===== src/rtl/core/hrlp_pkg.sv =====
package hrlp_pkg;

    // Request word: one byte of the request line
    typedef struct packed {
        logic [7:0] ch;
        logic       last;
    } request_t;

    // Result word: one per request byte
    typedef struct packed {
        logic [7:0] out_char;
        logic [1:0] out_kind;
        logic       done_res;
        logic [2:0] status;
    } result_t;

    localparam logic [1:0] KIND_NONE  = 2'd0;
    localparam logic [1:0] KIND_PATH  = 2'd1;
    localparam logic [1:0] KIND_QUERY = 2'd2;

    typedef enum logic [2:0] {
        ST_OK      = 3'd0,
        ST_BAD     = 3'd1,
        ST_METHOD  = 3'd2,
        ST_NOTIMPL = 3'd3,
        ST_VERSION = 3'd4
    } status_t;

    typedef enum logic [8:0] {
        PH_BEFORE_M = 9'b000000001,
        PH_IN_M     = 9'b000000010,
        PH_BEFORE_P = 9'b000000100,
        PH_IN_P     = 9'b000001000,
        PH_IN_Q     = 9'b000010000,
        PH_BEFORE_V = 9'b000100000,
        PH_IN_V     = 9'b001000000,
        PH_AFTER_V  = 9'b010000000,
        PH_ENDED    = 9'b100000000
    } phase_t;

    localparam logic [7:0] CH_ZERO  = 8'h00;
    localparam logic [7:0] CH_SPACE = 8'h20;
    localparam logic [7:0] CH_SLASH = 8'h2F;
    localparam logic [7:0] CH_QMARK = 8'h3F;
    localparam logic [7:0] CH_QUOTE = 8'h22;

    localparam int METHOD_LEN  = 3;
    localparam int VERSION_LEN = 10;

    // Entry 0 is the first byte of each token
    localparam logic [METHOD_LEN-1:0][7:0] METHOD_TEXT = {8'h54, 8'h45, 8'h47};
    localparam logic [VERSION_LEN-1:0][7:0] VERSION_TEXT = {
        8'h0A, 8'h0D, 8'h31, 8'h2E, 8'h31, 8'h2F, 8'h50, 8'h54, 8'h54, 8'h48
    };

    // Classified byte handed from front to back
    typedef struct packed {
        logic [7:0]  ch;
        logic        last;
        logic        is_zero;
        logic        is_space;
        logic        is_slash;
        logic        is_qmark;
        logic        is_quote;
        logic [3:0]  meth_eq;   // bit k: ch matches method byte k, zero past the end
        logic [15:0] ver_eq;    // bit k: ch matches version byte k, zero past the end
    } class_t;

endpackage


===== src/rtl/core/hrlp_fifo.sv =====
module hrlp_fifo
    #(
        parameter int WIDTH = 8,
        parameter int DEPTH = 2
    )
    (
        input  logic             clk,
        input  logic             rst_n,
        input  logic             push,
        input  logic [WIDTH-1:0] wr_data,
        output logic             full,
        input  logic             pop,
        output logic [WIDTH-1:0] rd_data,
        output logic             empty
    );

    localparam int PTR_W = (DEPTH > 1) ? $clog2(DEPTH) : 1;
    localparam int CNT_W = $clog2(DEPTH + 1);

    logic [WIDTH-1:0] store_reg [DEPTH];
    logic [PTR_W-1:0] wr_ptr_reg, wr_ptr_next;
    logic [PTR_W-1:0] rd_ptr_reg, rd_ptr_next;
    logic [CNT_W-1:0] count_reg, count_next;
    logic             do_push, do_pop;

    assign full    = (count_reg == CNT_W'(DEPTH));
    assign empty   = (count_reg == '0);
    assign do_push = push && !full;
    assign do_pop  = pop && !empty;
    assign rd_data = store_reg[rd_ptr_reg];

    always_comb
    begin
        wr_ptr_next = wr_ptr_reg;
        rd_ptr_next = rd_ptr_reg;
        count_next  = count_reg;
        if (do_push)
        begin
            wr_ptr_next = (wr_ptr_reg == PTR_W'(DEPTH - 1)) ? '0 : wr_ptr_reg + 1'b1;
        end
        if (do_pop)
        begin
            rd_ptr_next = (rd_ptr_reg == PTR_W'(DEPTH - 1)) ? '0 : rd_ptr_reg + 1'b1;
        end
        if (do_push && !do_pop)
        begin
            count_next = count_reg + 1'b1;
        end
        else if (do_pop && !do_push)
        begin
            count_next = count_reg - 1'b1;
        end
    end

    always_ff @(posedge clk or negedge rst_n)
    begin
        if (!rst_n)
        begin
            wr_ptr_reg <= '0;
            rd_ptr_reg <= '0;
            count_reg  <= '0;
        end
        else
        begin
            wr_ptr_reg <= wr_ptr_next;
            rd_ptr_reg <= rd_ptr_next;
            count_reg  <= count_next;
        end
    end

    always_ff @(posedge clk)
    begin
        if (do_push)
        begin
            store_reg[wr_ptr_reg] <= wr_data;
        end
    end

endmodule


===== src/rtl/core/hrlp_front.sv =====
module hrlp_front
    import hrlp_pkg::*;
    (
        input  request_t request,
        output class_t   cls
    );

    always_comb
    begin
        cls          = '0;
        cls.ch       = request.ch;
        cls.last     = request.last;
        cls.is_zero  = (request.ch == CH_ZERO);
        cls.is_space = (request.ch == CH_SPACE);
        cls.is_slash = (request.ch == CH_SLASH);
        cls.is_qmark = (request.ch == CH_QMARK);
        cls.is_quote = (request.ch == CH_QUOTE);
        // Compare against every position of the fixed tokens at once
        for (int k = 0; k < METHOD_LEN; k++)
        begin
            cls.meth_eq[k] = (request.ch == METHOD_TEXT[k]);
        end
        for (int k = 0; k < VERSION_LEN; k++)
        begin
            cls.ver_eq[k] = (request.ch == VERSION_TEXT[k]);
        end
    end

endmodule


===== src/rtl/core/hrlp_back.sv =====
module hrlp_back
    import hrlp_pkg::*;
    #(
        parameter int OUT_DEPTH = 2
    )
    (
        input  logic    clk,
        input  logic    rst_n,
        input  class_t  cls,
        input  logic    cls_empty,
        output logic    cls_pop,
        output result_t result,
        output logic    empty,
        input  logic    pop
    );

    phase_t     phase_reg, phase_next;
    logic [3:0] pos_reg, pos_next;
    logic       tok_ok_reg, tok_ok_next;
    status_t    err_reg, err_next;
    result_t    res;
    logic       out_full;
    logic       step;

    assign step    = !cls_empty && !out_full;
    assign cls_pop = step;

    always_comb
    begin
        phase_t     p;
        logic [3:0] mp;
        logic       tk;
        status_t    e;
        logic       m_full, v_full;

        p      = phase_reg;
        mp     = pos_reg;
        tk     = tok_ok_reg;
        e      = err_reg;
        m_full = 1'b0;
        v_full = 1'b0;
        res    = '0;

        if ((e == ST_OK) && (p != PH_ENDED))
        begin
            if (cls.is_zero)
            begin
                m_full = tk && (mp == 4'(METHOD_LEN));
                v_full = tk && (mp == 4'(VERSION_LEN));
                unique case (p)
                    PH_IN_M:    e = m_full ? ST_BAD : ST_METHOD;
                    PH_IN_V:    e = v_full ? ST_OK : ST_VERSION;
                    PH_AFTER_V: e = ST_OK;
                    default:    e = ST_BAD;
                endcase
                p = PH_ENDED;
            end
            else if (cls.is_space)
            begin
                m_full = tk && (mp == 4'(METHOD_LEN));
                v_full = tk && (mp == 4'(VERSION_LEN));
                unique case (p)
                    PH_IN_M:
                    begin
                        if (!m_full)
                        begin
                            e = ST_METHOD;
                        end
                        p = PH_BEFORE_P;
                    end
                    PH_IN_P, PH_IN_Q:
                    begin
                        p = PH_BEFORE_V;
                    end
                    PH_IN_V:
                    begin
                        if (!v_full)
                        begin
                            e = ST_VERSION;
                        end
                        p = PH_AFTER_V;
                    end
                    default:
                    begin
                    end
                endcase
            end
            else
            begin
                // Match flags are zero past the token end, so a hit also bounds the position
                unique case (p)
                    PH_BEFORE_M, PH_IN_M:
                    begin
                        if (p == PH_BEFORE_M)
                        begin
                            tk = 1'b1;
                            mp = '0;
                        end
                        p = PH_IN_M;
                        if (tk && cls.meth_eq[mp[1:0]] && (mp < 4'(METHOD_LEN)))
                        begin
                            mp = mp + 1'b1;
                        end
                        else
                        begin
                            tk = 1'b0;
                        end
                    end
                    PH_BEFORE_P:
                    begin
                        if (!cls.is_slash)
                        begin
                            e = ST_NOTIMPL;
                        end
                        else
                        begin
                            res.out_kind = KIND_PATH;
                            res.out_char = cls.ch;
                            p = PH_IN_P;
                        end
                    end
                    PH_IN_P:
                    begin
                        if (cls.is_quote)
                        begin
                            e = ST_BAD;
                        end
                        else if (cls.is_qmark)
                        begin
                            p = PH_IN_Q;
                        end
                        else
                        begin
                            res.out_kind = KIND_PATH;
                            res.out_char = cls.ch;
                        end
                    end
                    PH_IN_Q:
                    begin
                        if (cls.is_quote)
                        begin
                            e = ST_BAD;
                        end
                        else
                        begin
                            res.out_kind = KIND_QUERY;
                            res.out_char = cls.ch;
                        end
                    end
                    PH_BEFORE_V, PH_IN_V:
                    begin
                        if (p == PH_BEFORE_V)
                        begin
                            tk = 1'b1;
                            mp = '0;
                        end
                        p = PH_IN_V;
                        if (tk && cls.ver_eq[mp])
                        begin
                            mp = mp + 1'b1;
                        end
                        else
                        begin
                            tk = 1'b0;
                        end
                    end
                    default:
                    begin
                    end
                endcase
            end
        end

        if (cls.last)
        begin
            // Close out a line that ended without a zero byte
            if ((e == ST_OK) && (p != PH_ENDED))
            begin
                m_full = tk && (mp == 4'(METHOD_LEN));
                v_full = tk && (mp == 4'(VERSION_LEN));
                unique case (p)
                    PH_IN_M:    e = m_full ? ST_BAD : ST_METHOD;
                    PH_IN_V:    e = v_full ? ST_OK : ST_VERSION;
                    PH_AFTER_V: e = ST_OK;
                    default:    e = ST_BAD;
                endcase
            end
            res.done_res = 1'b1;
            res.status   = e;
            p  = PH_BEFORE_M;
            mp = '0;
            tk = 1'b1;
            e  = ST_OK;
        end

        phase_next  = p;
        pos_next    = mp;
        tok_ok_next = tk;
        err_next    = e;
    end

    always_ff @(posedge clk or negedge rst_n)
    begin
        if (!rst_n)
        begin
            phase_reg  <= PH_BEFORE_M;
            pos_reg    <= '0;
            tok_ok_reg <= 1'b1;
            err_reg    <= ST_OK;
        end
        else if (step)
        begin
            phase_reg  <= phase_next;
            pos_reg    <= pos_next;
            tok_ok_reg <= tok_ok_next;
            err_reg    <= err_next;
        end
    end

    hrlp_fifo
        #(
            .WIDTH ($bits(result_t)),
            .DEPTH (OUT_DEPTH)
        )
        u_out_q
        (
            .clk     (clk),
            .rst_n   (rst_n),
            .push    (step),
            .wr_data (res),
            .full    (out_full),
            .pop     (pop),
            .rd_data (result),
            .empty   (empty)
        );

endmodule


===== src/rtl/core/http_request_line_parser.sv =====
// Channel  | Handshake           | Word
// ---------+---------------------+----------------------------------------------
// request  | push / full         | ch, last: one byte of the request line
// result   | empty / pop         | out_char, out_kind, done_res, status
//
// One result word for each request word, in order. A byte is stored in the
// classifier queue, the line state machine steps on it as it leaves that queue,
// and its result word is stored in the result queue until it is popped.
// Throughput is one word per cycle while neither side stalls,
// as the line state machine steps on one word at a time.
// Reset clears both queues and returns the parser to the start of a line.
// A stalled result side fills the result queue, then the classifier queue, and
// then raises full; either side may stall without loss.
module http_request_line_parser
    import hrlp_pkg::*;
    #(
        parameter int MID_DEPTH = 2,
        parameter int OUT_DEPTH = 2
    )
    (
        input  logic     clk,
        input  logic     rst_n,
        input  logic     push,
        input  request_t request,
        output logic     full,
        input  logic     pop,
        output result_t  result,
        output logic     empty
    );

    class_t cls_in;
    class_t cls_out;
    logic   cls_empty;
    logic   cls_pop;

    // Classify the byte before it enters the queue
    hrlp_front u_front
    (
        .request (request),
        .cls     (cls_in)
    );

    // Decouple classification from the line state machine
    hrlp_fifo
        #(
            .WIDTH ($bits(class_t)),
            .DEPTH (MID_DEPTH)
        )
        u_mid_q
        (
            .clk     (clk),
            .rst_n   (rst_n),
            .push    (push),
            .wr_data (cls_in),
            .full    (full),
            .pop     (cls_pop),
            .rd_data (cls_out),
            .empty   (cls_empty)
        );

    // Advance the line state and hold results for the consumer
    hrlp_back
        #(
            .OUT_DEPTH (OUT_DEPTH)
        )
        u_back
        (
            .clk       (clk),
            .rst_n     (rst_n),
            .cls       (cls_out),
            .cls_empty (cls_empty),
            .cls_pop   (cls_pop),
            .result    (result),
            .empty     (empty),
            .pop       (pop)
        );

endmodule


===== config.mk =====
export PLATFORM = sky130hd
export DESIGN_NAME = http_request_line_parser
export DESIGN_NICKNAME = d
export VERILOG_FILES = /design/src/rtl/core/hrlp_pkg.sv /design/src/rtl/core/hrlp_fifo.sv /design/src/rtl/core/hrlp_front.sv /design/src/rtl/core/hrlp_back.sv /design/src/rtl/core/http_request_line_parser.sv
export SDC_FILE = /design/constraint.sdc
export NUM_CORES = 1
export LEC_CHECK = 0
export BUFFER_PORTS_ARGS = -buffer_cell sky130_fd_sc_hd__buf_4
export CORE_MARGIN = 2
export CORE_UTILIZATION = 50
export DETAILED_ROUTE_END_ITERATION = 8
export PLACE_DENSITY = 0.66
export SLEW_MARGIN = 10
export SYNTH_ARGS = -nofsm -noshare
export SYNTH_HDL_FRONTEND = slang
export SYNTH_SLANG_ARGS = --single-unit
export TNS_END_PERCENT = 1

===== constraint.sdc =====
create_clock -name clk -period 3.8 [get_ports clk]
set_input_delay 0.76 -clock clk [delete_from_list [all_inputs] [get_ports clk]]
set_output_delay 0.76 -clock clk [all_outputs]
set_load 0.1 [all_outputs]

==> results.md, run 1 <==
* Gate Count Post-Synth at 470
* Hold Slack at 0.289 ns
* Status: completed
* Total grt overflow at 0
* Fmax at 282 MHz
* Slew @ Worst Pin at 1.06 ns
* Die Footprint at 0.0115 mm^2
* Peak VDD IR at 0.000710 V
* Setup WS pre-CTS at 0.354 ns
* Share of layout cells above drive strength 1 at 21.7%
* Postcts setup bufs at 0
* Via/cell ratio at 6.12
* FILL cells at 876
* Post-CTS sizing at 0
* Port bufs at 28
* Post-route cell area at 0.00600 mm^2
* Number of flops mapped to enable cells by yosys at 74
* Number of clock sinks at 99
* Router iterations before antenna repair at 6
* Overall routing resource usage at 22.7%
* Initial Util at 51.6%
* First-pass GRT wire length at 20.1 mm
* Cells taking the most area after synthesis: edfxtp_1, dfrtp_1, mux2i_1
* Vias in the first global route at 3868
* FF-to-FF path depth at 11
* Flop2flop setup slack at 0.25 ns
* Yosys warning count at 0
* GPL Wtd Cong at 0.897
* CP Launch Type: flip-flop
* Via count at 3996
* Synth Cell Area at 0.00532 mm^2
* Root Driver: clkbuf_8
* Reg2Reg Launch Point: u_back.phase_reg[7]$_DFFE_PN0P_
* First DRT Iteration DRCs at 281
* Synth area leader: edfxtp_1
* CP endpoint kind: flip-flop
* CTS tree: yes
* LEAKAGE at 0.00225 uW
* Final Skew at 0.0184 ns
* Max Slew Vio Count at 0
* Ant diodes at 0
* Nets at 529
* Drt total wl at 12.4 mm
* Crit share post-route at 93.4%
* Largest net degree at the start of global routing at 26
* Reg-to-reg endpoint: u_back.u_out_q.store_reg[1][0]$_DFFE_PP_
* Antenna violations before repair at 0
* Primary FF master, synth: edfxtp_1
* Power, Total at 5320 uW
* CTS HTree Levels at 3
* Clock Path Buffers at 2
* Kind of critical path: reg2reg
* Core area at 0.0103 mm^2
* Clock Latency Late Sink at 0.37 ns
* Routed length per placed instance at 19.0 um
* Final setup viols at 0
* CTS Hold Bufs at 0
* Beginning of the critical path: u_back.phase_reg[7]$_DFFE_PN0P_
* Seq cells post-synth at 99
* Register area share after synthesis at 53.5%
* Die height at 107 um
* Crit path DAT at 3.70 ns
* Final Hold Viols at 0
* ANT nets after route at 0
* Clk slew on worst S/H paths at 0.10 ns
* Slew margin rel. at 29.4%
* Final WS setup at 0.251 ns
* Tmin final at 3.55 ns
* Distinct cells, synth at 76
* Max FFs per register at 46
* Net count after synthesis at 487
* Synth top area share at 41.7%
* Ports at 29
* Worst hold path class: in2async
* Drt drc at 0
* Area delta synth->final at 12.6%
* Die W at 107 um
* Max FO, Critical Path at 10
* Cts bufs inserted at 9
* HPWL Detailed at 9.12 mm
* RSZ-0062 raised after global routing: false
* Total of max-cap violations at 0
* # rows at 37
* Post-synth ARST share at 25.3%
* Worst EP required at 3.95 ns
* Post-route setup TNS at 0 ns
* Area after DPL at 0.00580 mm^2
* Mean Syn Cell Area at 11.3 um^2
* Power density over the cells at 887 mW/mm^2
## critical path, cell delays in order, from the launching register on
cell	delay, ns
dfrtp_1	0.51
nor4_2	0.36
nand4b_1	0.31
and2_1	0.27
ha_1	0.21
nor2_1	0.11
o211ai_1	0.16
a21oi_1	0.19
nor2_1	0.09
o311ai_1	0.44
nand4bb_1	0.27
a311oi_1	0.41
## Yosys cell counts, types with 5 or more instances
cell,number
edfxtp_1,74
nor2_1,41
nand2_1,33
dfrtp_1,23
mux2i_1,21
mux2_2,18
o21ai_0,18
clkbuf_1,17
nor3_1,16
a21oi_1,15
inv_1,13
nand2b_1,10
nand3_1,9
xnor2_1,9
nor4_1,7
xor2_1,7
nor2b_1,6
o211ai_1,6
a211oi_1,5
a22o_1,5
and3_1,5
nand4_1,5
nor4b_1,5
or3_1,5
## worst max path at each step
stage,endpoint,cells after the start
floorplan,u_back.u_out_q.store_reg[0][2]$_DFFE_PP_,12
global placement,u_back.u_out_q.store_reg[0][2]$_DFFE_PP_,9
detailed placement,u_back.u_out_q.store_reg[1][2]$_DFFE_PP_,9
CTS,u_back.u_out_q.store_reg[0][2]$_DFFE_PP_,9
global route,u_back.u_out_q.store_reg[0][2]$_DFFE_PP_,11
finish,u_back.u_out_q.store_reg[1][0]$_DFFE_PP_,11
## layer usage
metal | GRT usage (%) | share of wire, %
met1 | 31.3 | 44
met2 | 36.3 | 48
met3 | 3.53 | 5.8
met4 | 8.44 | 2.2
met5 | 0 | 0
## metrics by stage
step                util [%]  instances
floorplan                  -        470
global placement        56.2        637
detailed placement      56.2        637
CTS                     58.1        653
global route            58.1        653
finish                  58.1        653
## report_power, final
| part | total, uW | leakage, uW | switching [uW] | internal, uW |
|---|---|---|---|---|
| logic | 2940 | 0.00113 | 2060 | 889 |
| clock network | 660 | 0.0000964 | 404 | 255 |
| registers | 1710 | 0.00103 | 149 | 1570 |
| total | 5320 | 0.00225 | 2610 | 2710 |
## final cells by class
| type | instances | area, um^2 | area share (%) |
|---|---|---|---|
| flip-flops and latches | 99 | 2850 | 47.5 |
| clock buffers | 9 | 124 | 2.07 |
| clock inverters | 7 | 68.8 | 1.15 |
| well taps | 136 | 170 | 2.84 |
| repair buffers | 54 | 405 | 6.76 |
| inverters | 13 | 48.8 | 0.814 |
| multi-input cells | 335 | 2330 | 38.8 |
## placed cells by master, fill, tap and decap left out, types with 3 or more instances in the layout
master,instances
clkbuf_8,9
nor3_1,16
nor2_1,40
and3_1,5
ha_1,4
or4_1,4
xnor2_1,9
xor2_1,7
a22o_1,5
nand4b_1,3
nor2b_1,6
inv_1,13
or3_1,5
o31ai_1,4
or3b_2,4
and2_1,4
a21oi_1,15
a211oi_1,5
nor3_2,4
edfxtp_1,74
mux2_2,18
o22ai_1,4
nand4_1,5
nor4b_1,5
dfrtp_1,23
buf_4,54
nand2b_1,10
nor3b_1,3
nor4_1,7
o32ai_1,3
nand2_1,33
o211ai_1,6
a31oi_1,3
nand3_1,9
o21ai_0,18
mux2i_1,21
## kinds of logic (layout without fill, tap and decap cells)
group	after synthesis	after routing	synth area share [%]
muxes	40	40	8.18
DFF	99	99	53.5
buffers and inverters	36	83	2.75
AOI/OAI and AO/OA	97	97	13.2
xor gates and xnor gates	16	16	2.63
adders and majority gates	4	4	0.940
and+or+nand+nor	178	178	18.7
No activity file was read; power rests on OpenSTA's default activity.
==> run 2: changes to the inputs <==
CELL_PAD_IN_SITES_DETAIL_PLACEMENT = 1   (was unset)
CELL_PAD_IN_SITES_GLOBAL_PLACEMENT = 2   (was unset)
CORE_UTILIZATION = 42   (was 50)
PLACE_DENSITY = 0.79   (was 0.66)
==> run 2 against run 1 <==
Compared with the run above:
- sequential share of layout area fell by 1.5 points
- setup slack improved by 0.0069 ns
- hold slack better by 0.015 ns
- maximum frequency rose by 0.19%
- register-to-register slack about the same
- cell count up 6.3%
- sequential power rose by 3%
- die area rose by 18%
- design area rose by 3.2%
- wire length grew 16%
- global-route usage is 0.24 points lower
==> results.md, run 2 (synthesis gave the netlist of run 1 again) <==
* Status: completed (unchanged)
* First-pass GRT wire length at 22.7 mm (was 20.1 mm)
* CP cell instances: or4b_4 -> or3_4 -> a222oi_1 -> nor3b_1 -> xnor2_1 -> a221o_1 -> nand4bb_1 -> a311oi_1 (was nor4_2 -> nand4b_1 -> and2_1 -> ha_1 -> nor2_1 -> o211ai_1 -> a21oi_1 -> nor2_1 -> o311ai_1 -> nand4bb_1 -> a311oi_1)
* Beginning of the critical path: u_back.phase_reg[8]$_DFFE_PN0P_ (was u_back.phase_reg[7]$_DFFE_PN0P_)
* Cts bufs inserted at 9 (unchanged)
* Crit path DAT at 3.69 ns (was 3.70 ns)
* Die W at 117 um (was 107 um)
* FF-to-FF path depth at 8 (was 11)
* Fmax at 282 MHz (about the same)
* Total grt overflow at 0 (unchanged)
* Crit share post-route at 93.2% (was 93.4%)
* Final WS setup at 0.258 ns (was 0.251 ns)
* Via count at 4070 (was 3996)
* Antenna violations before repair at 0 (unchanged)
* CP endpoint kind: flip-flop (unchanged)
* Leading cell types in the layout, fill and taps excluded: edfxtp_1, buf_4, nor2_1 (unchanged)
* Clk slew on worst S/H paths at 0.08 ns (was 0.10 ns)
* Port bufs at 28 (unchanged)
* Routed length per placed instance at 20.8 um (was 19.0 um)
* Area after DPL at 0.00587 mm^2 (was 0.00580 mm^2)
* Post-route setup TNS at 0 ns (unchanged)
* CP Launch Type: flip-flop (unchanged)
* Router iterations before antenna repair at 5 (was 6)
* Ports at 29 (unchanged)
* Clock Path Buffers at 2 (unchanged)
* Worst hold path class: in2async (unchanged)
* Share of layout cells above drive strength 1 at 22.4% (was 21.7%)
* Max Slew Vio Count at 0 (unchanged)
* FILL cells at 1374 (was 876)
* Met2 usage at 35.4% (was 36.3%)
* Tmin final at 3.54 ns (was 3.55 ns)
* Vias in the first global route at 4136 (was 3868)
* Final Hold Viols at 0 (unchanged)
* Largest net degree at the start of global routing at 26 (unchanged)
* Peak VDD IR at 0.000724 V (was 0.000710 V)
* Area delta synth->final at 16.3% (was 12.6%)
* Kind of critical path: reg2reg (unchanged)
* Core area at 0.0125 mm^2 (was 0.0103 mm^2)
* Drt drc at 0 (unchanged)
* Most common cell after layout, fill and taps aside: edfxtp_1 (unchanged)
* # rows at 41 (was 37)
* Critical path's slowest cell: or4b_4 (was dfrtp_1)
* Power density over the cells at 918 mW/mm^2 (was 887 mW/mm^2)
* Grt met1 use at 29.8% (was 31.3%)
* # placed instances at 676 (was 637)
* GPL Wtd Cong at 0.888 (was 0.897)
* Drt total wl at 14.4 mm (was 12.4 mm)
* Power, Total at 5680 uW (was 5320 uW)
* Gr busiest metal: met2 (unchanged)
* Reg2Reg Launch Point: u_back.phase_reg[8]$_DFFE_PN0P_ (was u_back.phase_reg[7]$_DFFE_PN0P_)
* Overall routing resource usage at 22.4% (was 22.7%)
* ANT nets after route at 0 (unchanged)
* Total of max-cap violations at 0 (unchanged)
* Die Footprint at 0.0136 mm^2 (was 0.0115 mm^2)
* Max FFs per register at 46 (unchanged)
* Die height at 117 um (was 107 um)
* RSZ-0062 raised after global routing: false (unchanged)
* Setup WS pre-CTS at 0.234 ns (was 0.354 ns)
* Final Skew at 0.0156 ns (was 0.0184 ns)
* HPWL Detailed at 10.6 mm (was 9.12 mm)
* Post-route cell area at 0.00619 mm^2 (was 0.00600 mm^2)
* LEAKAGE at 0.00232 uW (was 0.00225 uW)
* Met3 usage at 4.77% (was 3.53%)
* Number of clock sinks at 99 (unchanged)
* CTS tree: yes (unchanged)
* Final setup viols at 0 (unchanged)
* CTS Hold Bufs at 0 (unchanged)
* Max incr delay on CP at 0.62 ns (was 0.51 ns)
* Slew margin rel. at 29.5% (was 29.4%)
* Via/cell ratio at 5.86 (was 6.12)
* CTS HTree Levels at 3 (unchanged)
* Nets at 534 (was 529)
* Ant diodes at 0 (unchanged)
* Slew @ Worst Pin at 1.06 ns (about the same)
* Max FO, Critical Path at 12 (was 10)
* Clock Latency Late Sink at 0.36 ns (was 0.37 ns)
* Final non-filler cell total at 694 (was 653)
* Worst EP required at 3.95 ns (about the same)
* First DRT Iteration DRCs at 263 (was 281)
* Root Driver: clkbuf_16 (was clkbuf_8)
* Initial Util at 42.5% (was 51.6%)
-- run 2: cell count changes in the layout (fill, tap and decap cells not counted), sizes merged --
cell / previous run / this run
buf: 54 / 59
inv: 16 / 15
clkinvlp: 1 / 2
-- run 2: final timing paths --
check	to	slack, ns
max reg2reg	u_back.u_out_q.store_reg[0][0]$_DFFE_PP_	0.26
min	u_mid_q.wr_ptr_reg$_DFFE_PN0P_	0.30
min in group clk	u_mid_q.count_reg[1]$_DFFE_PN0P_	0.50
max	u_back.u_out_q.store_reg[0][0]$_DFFE_PP_	0.26
min reg2reg	u_mid_q.count_reg[1]$_DFFE_PN0P_	0.50
max in group asynchronous	u_back.phase_reg[0]$_DFFE_PN1P_	3.18
-- run 2: through the flow --
step	hold WS (ns)	utilization, %
5_1_grt	0.317	49.4
4_1_cts	0.305	49.3
3_5_place_dp	0.487	46.9
6_report	0.304	49.4
3_3_place_gp	0.481	46.9
2_1_floorplan	0.461	-
-- run 2: cell type report --
type	instances	area [um^2]	area share (%)
clock buffer	9	225	3.64
clock inverter	7	68.8	1.11
inverter	13	48.8	0.789
multi-input combinational	335	2340	37.8
sequential	99	2850	46.1
tap	172	215	3.48
timing repair buffer	59	443	7.16
-- run 2: critical path: cells and delay by family, from the launching register on --
family	cells	cell delay, ns
DFF	1	0.53
and+or+nand+nor	4	1.43
xor gates and xnor gates	1	0.18
AOI/OAI and AO/OA	3	1.19
-- run 2: layer usage --
layer | wire length (um) | share of wire, %
met1 | 6350 | 44
met2 | 6870 | 48
met3 | 698 | 4.8
met4 | 496 | 3.4
met5 | 0 | 0
-- run 2: power breakdown --
part,total [uW],internal (uW),switching (uW)
sequential,1760,1570,192
clock,899,459,440
combinational,3020,932,2090
-- run 2: what timing repair did --
item / CTS / global route
resized for setup: 0 / 1
buffers inserted: 0 / 2
setup endpoints to repair: 0 / 4
endpoints found under the hold margin: 0 / 0
==> run 3: changes to the inputs <==
ABC_AREA = 1   (was unset)
CORE_UTILIZATION = 38   (was 42)
PLACE_DENSITY = 0.78   (was 0.79)
REMOVE_ABC_BUFFERS = 1   (was unset)
==> run 3 against run 2 <==
Compared with the run above:
- critical path type unchanged
- global-route usage down 2.6 points
- non-clock buffer count fell by 25
- maximum frequency grew 17%
==> results.md, run 3 <==
* Status: completed (unchanged)
* Max incr delay on CP at 0.47 ns (was 0.62 ns)
* Drt total wl at 13.4 mm (was 14.4 mm)
* Ant diodes at 0 (unchanged)
* Clock Latency Late Sink at 0.35 ns (was 0.36 ns)
* Core area at 0.0132 mm^2 (was 0.0125 mm^2)
* Post-route setup TNS at 0 ns (unchanged)
* Synth Cell Area at 0.00517 mm^2 (was 0.00532 mm^2)
* Clk slew on worst S/H paths at 0.08 ns (about the same)
* Post-synth ARST share at 25.3% (unchanged)
* Total grt overflow at 0 (unchanged)
* Setup WS pre-CTS at 0.763 ns (was 0.234 ns)
* Post-route cell area at 0.00591 mm^2 (was 0.00619 mm^2)
* Final non-filler cell total at 796 (was 694)
* Max FO, Critical Path at 6 (was 12)
* Post-CTS sizing at 0 (unchanged)
* Commonest cells post-synth: nand2_1, edfxtp_1, inv_1 (was edfxtp_1, nor2_1, nand2_1)
* Nets at 632 (was 534)
* CP cell instances: nor2_1 -> nand2_2 -> nor2_2 -> nand2_1 -> nand2_1 -> inv_1 -> ha_1 -> inv_1 -> nand2_1 -> nor2_2 -> nand3_1 -> nor2_1 -> nor3_2 -> nand2_1 -> nand2_1 -> nor2_1 -> nand2_1 -> nor2_1 -> o21ai_1 -> nand2_1 -> nor2_1 (was or4b_4 -> or3_4 -> a222oi_1 -> nor3b_1 -> xnor2_1 -> a221o_1 -> nand4bb_1 -> a311oi_1)
* Most common cell on crit path: nand2_1
* Tmin final at 3.04 ns (was 3.54 ns)
* Final WS setup at 0.761 ns (was 0.258 ns)
* Distinct cells, synth at 44 (was 76)
* Via count at 4113 (was 4070)
* Cells taking the most area after synthesis: edfxtp_1, dfrtp_1, nand2_1 (was edfxtp_1, dfrtp_1, mux2i_1)
* Final Skew at 0.00664 ns (was 0.0156 ns)
* GPL Wtd Cong at 0.948 (was 0.888)
* Synth area leader: edfxtp_1 (unchanged)
* First-pass GRT wire length at 22.3 mm (was 22.7 mm)
* Critical path's slowest cell: dfrtp_1 (was or4b_4)
* Die Footprint at 0.0145 mm^2 (was 0.0136 mm^2)
* Number of flops mapped to enable cells by yosys at 74 (unchanged)
* Routed length per placed instance at 16.9 um (was 20.8 um)
* Number of buffers and inverters on the critical path at 2 (was 0)
* LEAKAGE at 0.00251 uW (was 0.00232 uW)
* Final setup viols at 0 (unchanged)
* RSZ-0062 raised after global routing: false (unchanged)
* CTS tree: yes (unchanged)
* Drt drc at 0 (unchanged)
* Peak VDD IR at 0.000456 V (was 0.000724 V)
* Slew margin rel. at 57.6% (was 29.5%)
* Port bufs at 28 (unchanged)
* Post-synthesis xor/xnor area fraction at 1.19% (was 2.63%)
* Antenna violations before repair at 0 (unchanged)
* Compound-Gate Fraction of Synth Area at 10.3% (was 13.2%)
* Mux cell area share after synthesis at 0.388% (was 8.18%)
* Router iterations before antenna repair at 4 (was 5)
* Leading cell types in the layout, fill and taps excluded: nand2_1, edfxtp_1, inv_1 (was edfxtp_1, buf_4, nor2_1)
* Synth top area share at 43.0% (was 41.7%)
* Crit share post-route at 80.0% (was 93.2%)
* Vias in the first global route at 4263 (was 4136)
* Die height at 121 um (was 117 um)
* Main combinational cell family by area after synthesis: simple AND/OR/NAND/NOR gates (unchanged)
* Flop2flop setup slack at 0.76 ns (was 0.26 ns)
* # placed instances at 780 (was 676)
* Hold Slack at 0.317 ns (was 0.304 ns)
* Number of clock sinks at 99 (unchanged)
* CTS Hold Bufs at 0 (unchanged)
* Mean Syn Cell Area at 8.92 um^2 (was 11.3 um^2)
* FILL cells at 1574 (was 1374)
* Yosys warning count at 0 (unchanged)
* HPWL Detailed at 10.1 mm (was 10.6 mm)
* Worst EP required at 3.91 ns (was 3.95 ns)
* Most common cell after layout, fill and taps aside: nand2_1 (was edfxtp_1)
* Area of the multi-input gates at 0.00199 mm^2 (was 0.00234 mm^2)
* CP endpoint kind: flip-flop (unchanged)
* Final Hold Viols at 0 (unchanged)
* Cts bufs inserted at 9 (unchanged)
* Slew @ Worst Pin at 0.633 ns (was 1.06 ns)
* Total of max-cap violations at 0 (unchanged)
* Max Slew Vio Count at 0 (unchanged)
* Crit. path cell count at 21 (was 8)
* Clock Path Buffers at 2 (unchanged)
* First DRT Iteration DRCs at 234 (was 263)
* Postcts setup bufs at 0 (unchanged)
* Initial Util at 39.0% (was 42.5%)
* CTS HTree Levels at 3 (unchanged)
* Area after DPL at 0.00560 mm^2 (was 0.00587 mm^2)
* Via/cell ratio at 5.17 (was 5.86)
* Worst hold path class: in2async (unchanged)
* Root Driver: clkbuf_16 (unchanged)
* Gate Count Post-Synth at 579 (was 470)
* Ports at 29 (unchanged)
* Crit path DAT at 3.15 ns (was 3.69 ns)
* Reg2Reg Launch Point: u_back.phase_reg[4]$_DFFE_PN0P_ (was u_back.phase_reg[8]$_DFFE_PN0P_)
* ANT nets after route at 0 (unchanged)
* Cell with the most instances after synthesis: nand2_1 (was edfxtp_1)
* Largest net degree at the start of global routing at 26 (unchanged)
* Fmax at 329 MHz (was 282 MHz)
* Seq cells post-synth at 99 (unchanged)
* Die W at 121 um (was 117 um)
* Max FFs per register at 46 (unchanged)
* CP delay by family, top: simple AND/OR/NAND/NOR gates (unchanged)
* FF-to-FF path depth at 21 (was 8)
* # rows at 42 (was 41)
* Overall routing resource usage at 19.8% (was 22.4%)
* Primary FF master, synth: edfxtp_1 (unchanged)
* Kind of critical path: reg2reg (unchanged)
* Register area share after synthesis at 55.2% (was 53.5%)
* Sequential Area at 0.00285 mm^2 (unchanged)
* Area delta synth->final at 14.4% (was 16.3%)
* Power density over the cells at 968 mW/mm^2 (was 918 mW/mm^2)
* Reg-to-reg endpoint: u_back.u_out_q.store_reg[0][2]$_DFFE_PP_ (was u_back.u_out_q.store_reg[0][0]$_DFFE_PP_)
* CP Launch Type: flip-flop (unchanged)
* Synth Area in Simple Gates at 25.6% (was 18.7%)
* Share of layout cells above drive strength 1 at 16.3% (was 22.4%)
* Post-Synth Adder-Cell Area at 0.969% (was 0.940%)
==> run 3: logic make-up (layout without fill, tap and decap cells) <==
| family | after synthesis | after routing |
|---|---|---|
| AND/OR/NAND/NOR | 294 | 294 |
| flip-flops | 99 | 99 |
| AO/OA/AOI/OAI | 88 | 88 |
| buffers and inverters | 85 | 126 |
| XOR/XNOR | 7 | 7 |
| adder cells (fa/ha/maj) | 4 | 4 |
| multiplexers | 2 | 2 |
==> run 3: how the worst max path moves through the flow <==
| stage | startpoint | end | slack (ns) |
|---|---|---|---|
| floorplan | u_mid_q.rd_ptr_reg$_DFFE_PN0P_ | u_back.u_out_q.store_reg[0][0]$_DFFE_PP_ | 1.08 |
| detailed placement | u_back.phase_reg[4]$_DFFE_PN0P_ | u_back.u_out_q.store_reg[0][2]$_DFFE_PP_ | 0.76 |
| finish | u_back.phase_reg[4]$_DFFE_PN0P_ | u_back.u_out_q.store_reg[0][2]$_DFFE_PP_ | 0.76 |
| global route | u_back.phase_reg[6]$_DFFE_PN0P_ | u_back.u_out_q.store_reg[0][0]$_DFFE_PP_ | 0.38 |
| global placement | u_back.phase_reg[4]$_DFFE_PN0P_ | u_back.u_out_q.store_reg[0][2]$_DFFE_PP_ | 0.82 |
| CTS | u_back.phase_reg[4]$_DFFE_PN0P_ | u_back.u_out_q.store_reg[1][2]$_DFFE_PP_ | 0.74 |
==> run 3: worst register-to-register path, stage by stage (launching register included) <==
cell and delay (ns):
dfrtp_1 0.47, nor2_1 0.21, nand2_2 0.14, nor2_2 0.14
nand2_1 0.15, nand2_1 0.18, inv_1 0.08, ha_1 0.18
inv_1 0.05, nand2_1 0.05, nor2_2 0.13, nand3_1 0.12
nor2_1 0.14, nor3_2 0.05, nand2_1 0.07, nand2_1 0.08
nor2_1 0.15, nand2_1 0.07, nor2_1 0.16, o21ai_1 0.08
nand2_1 0.07, nor2_1 0.05
==> run 3: metrics by stage <==
step / power, uW / utilization (%)
2_1_floorplan: 4030 / -
4_1_cts: 5790 / 44.6
6_report: 5720 / 44.6
3_3_place_gp: 4790 / 42.3
3_5_place_dp: 4860 / 42.3
5_1_grt: 6120 / 44.6
==> run 3: power by group <==
part | total (uW) | switching (uW) | internal, uW
Sequential | 1760 | 175 | 1580
Clock | 913 | 446 | 468
Combinational | 3050 | 2300 | 748
==> run 3: routing by layer <==
| metal | up-vias | GRT usage [%] | wire length, um |
|---|---|---|---|
| li1 | 2010 | - | - |
| met2 | 70 | 32.6 | 6540 |
| met5 | - | 0 | 0 |
| met4 | 0 | 7.05 | 208 |
| met1 | 2018 | 26.2 | 6250 |
| met3 | 15 | 3.63 | 442 |
==> run 3: final cells by class <==
cell class | instances | share of cell area, %
Timing Repair Buffer | 34 | 4.32
Multi-Input combinational cell | 395 | 33.7
Inverter | 76 | 4.87
Clock buffer | 9 | 3.81
Tap cell | 176 | 3.73
Clock inverter | 7 | 1.36
Sequential cell | 99 | 48.2
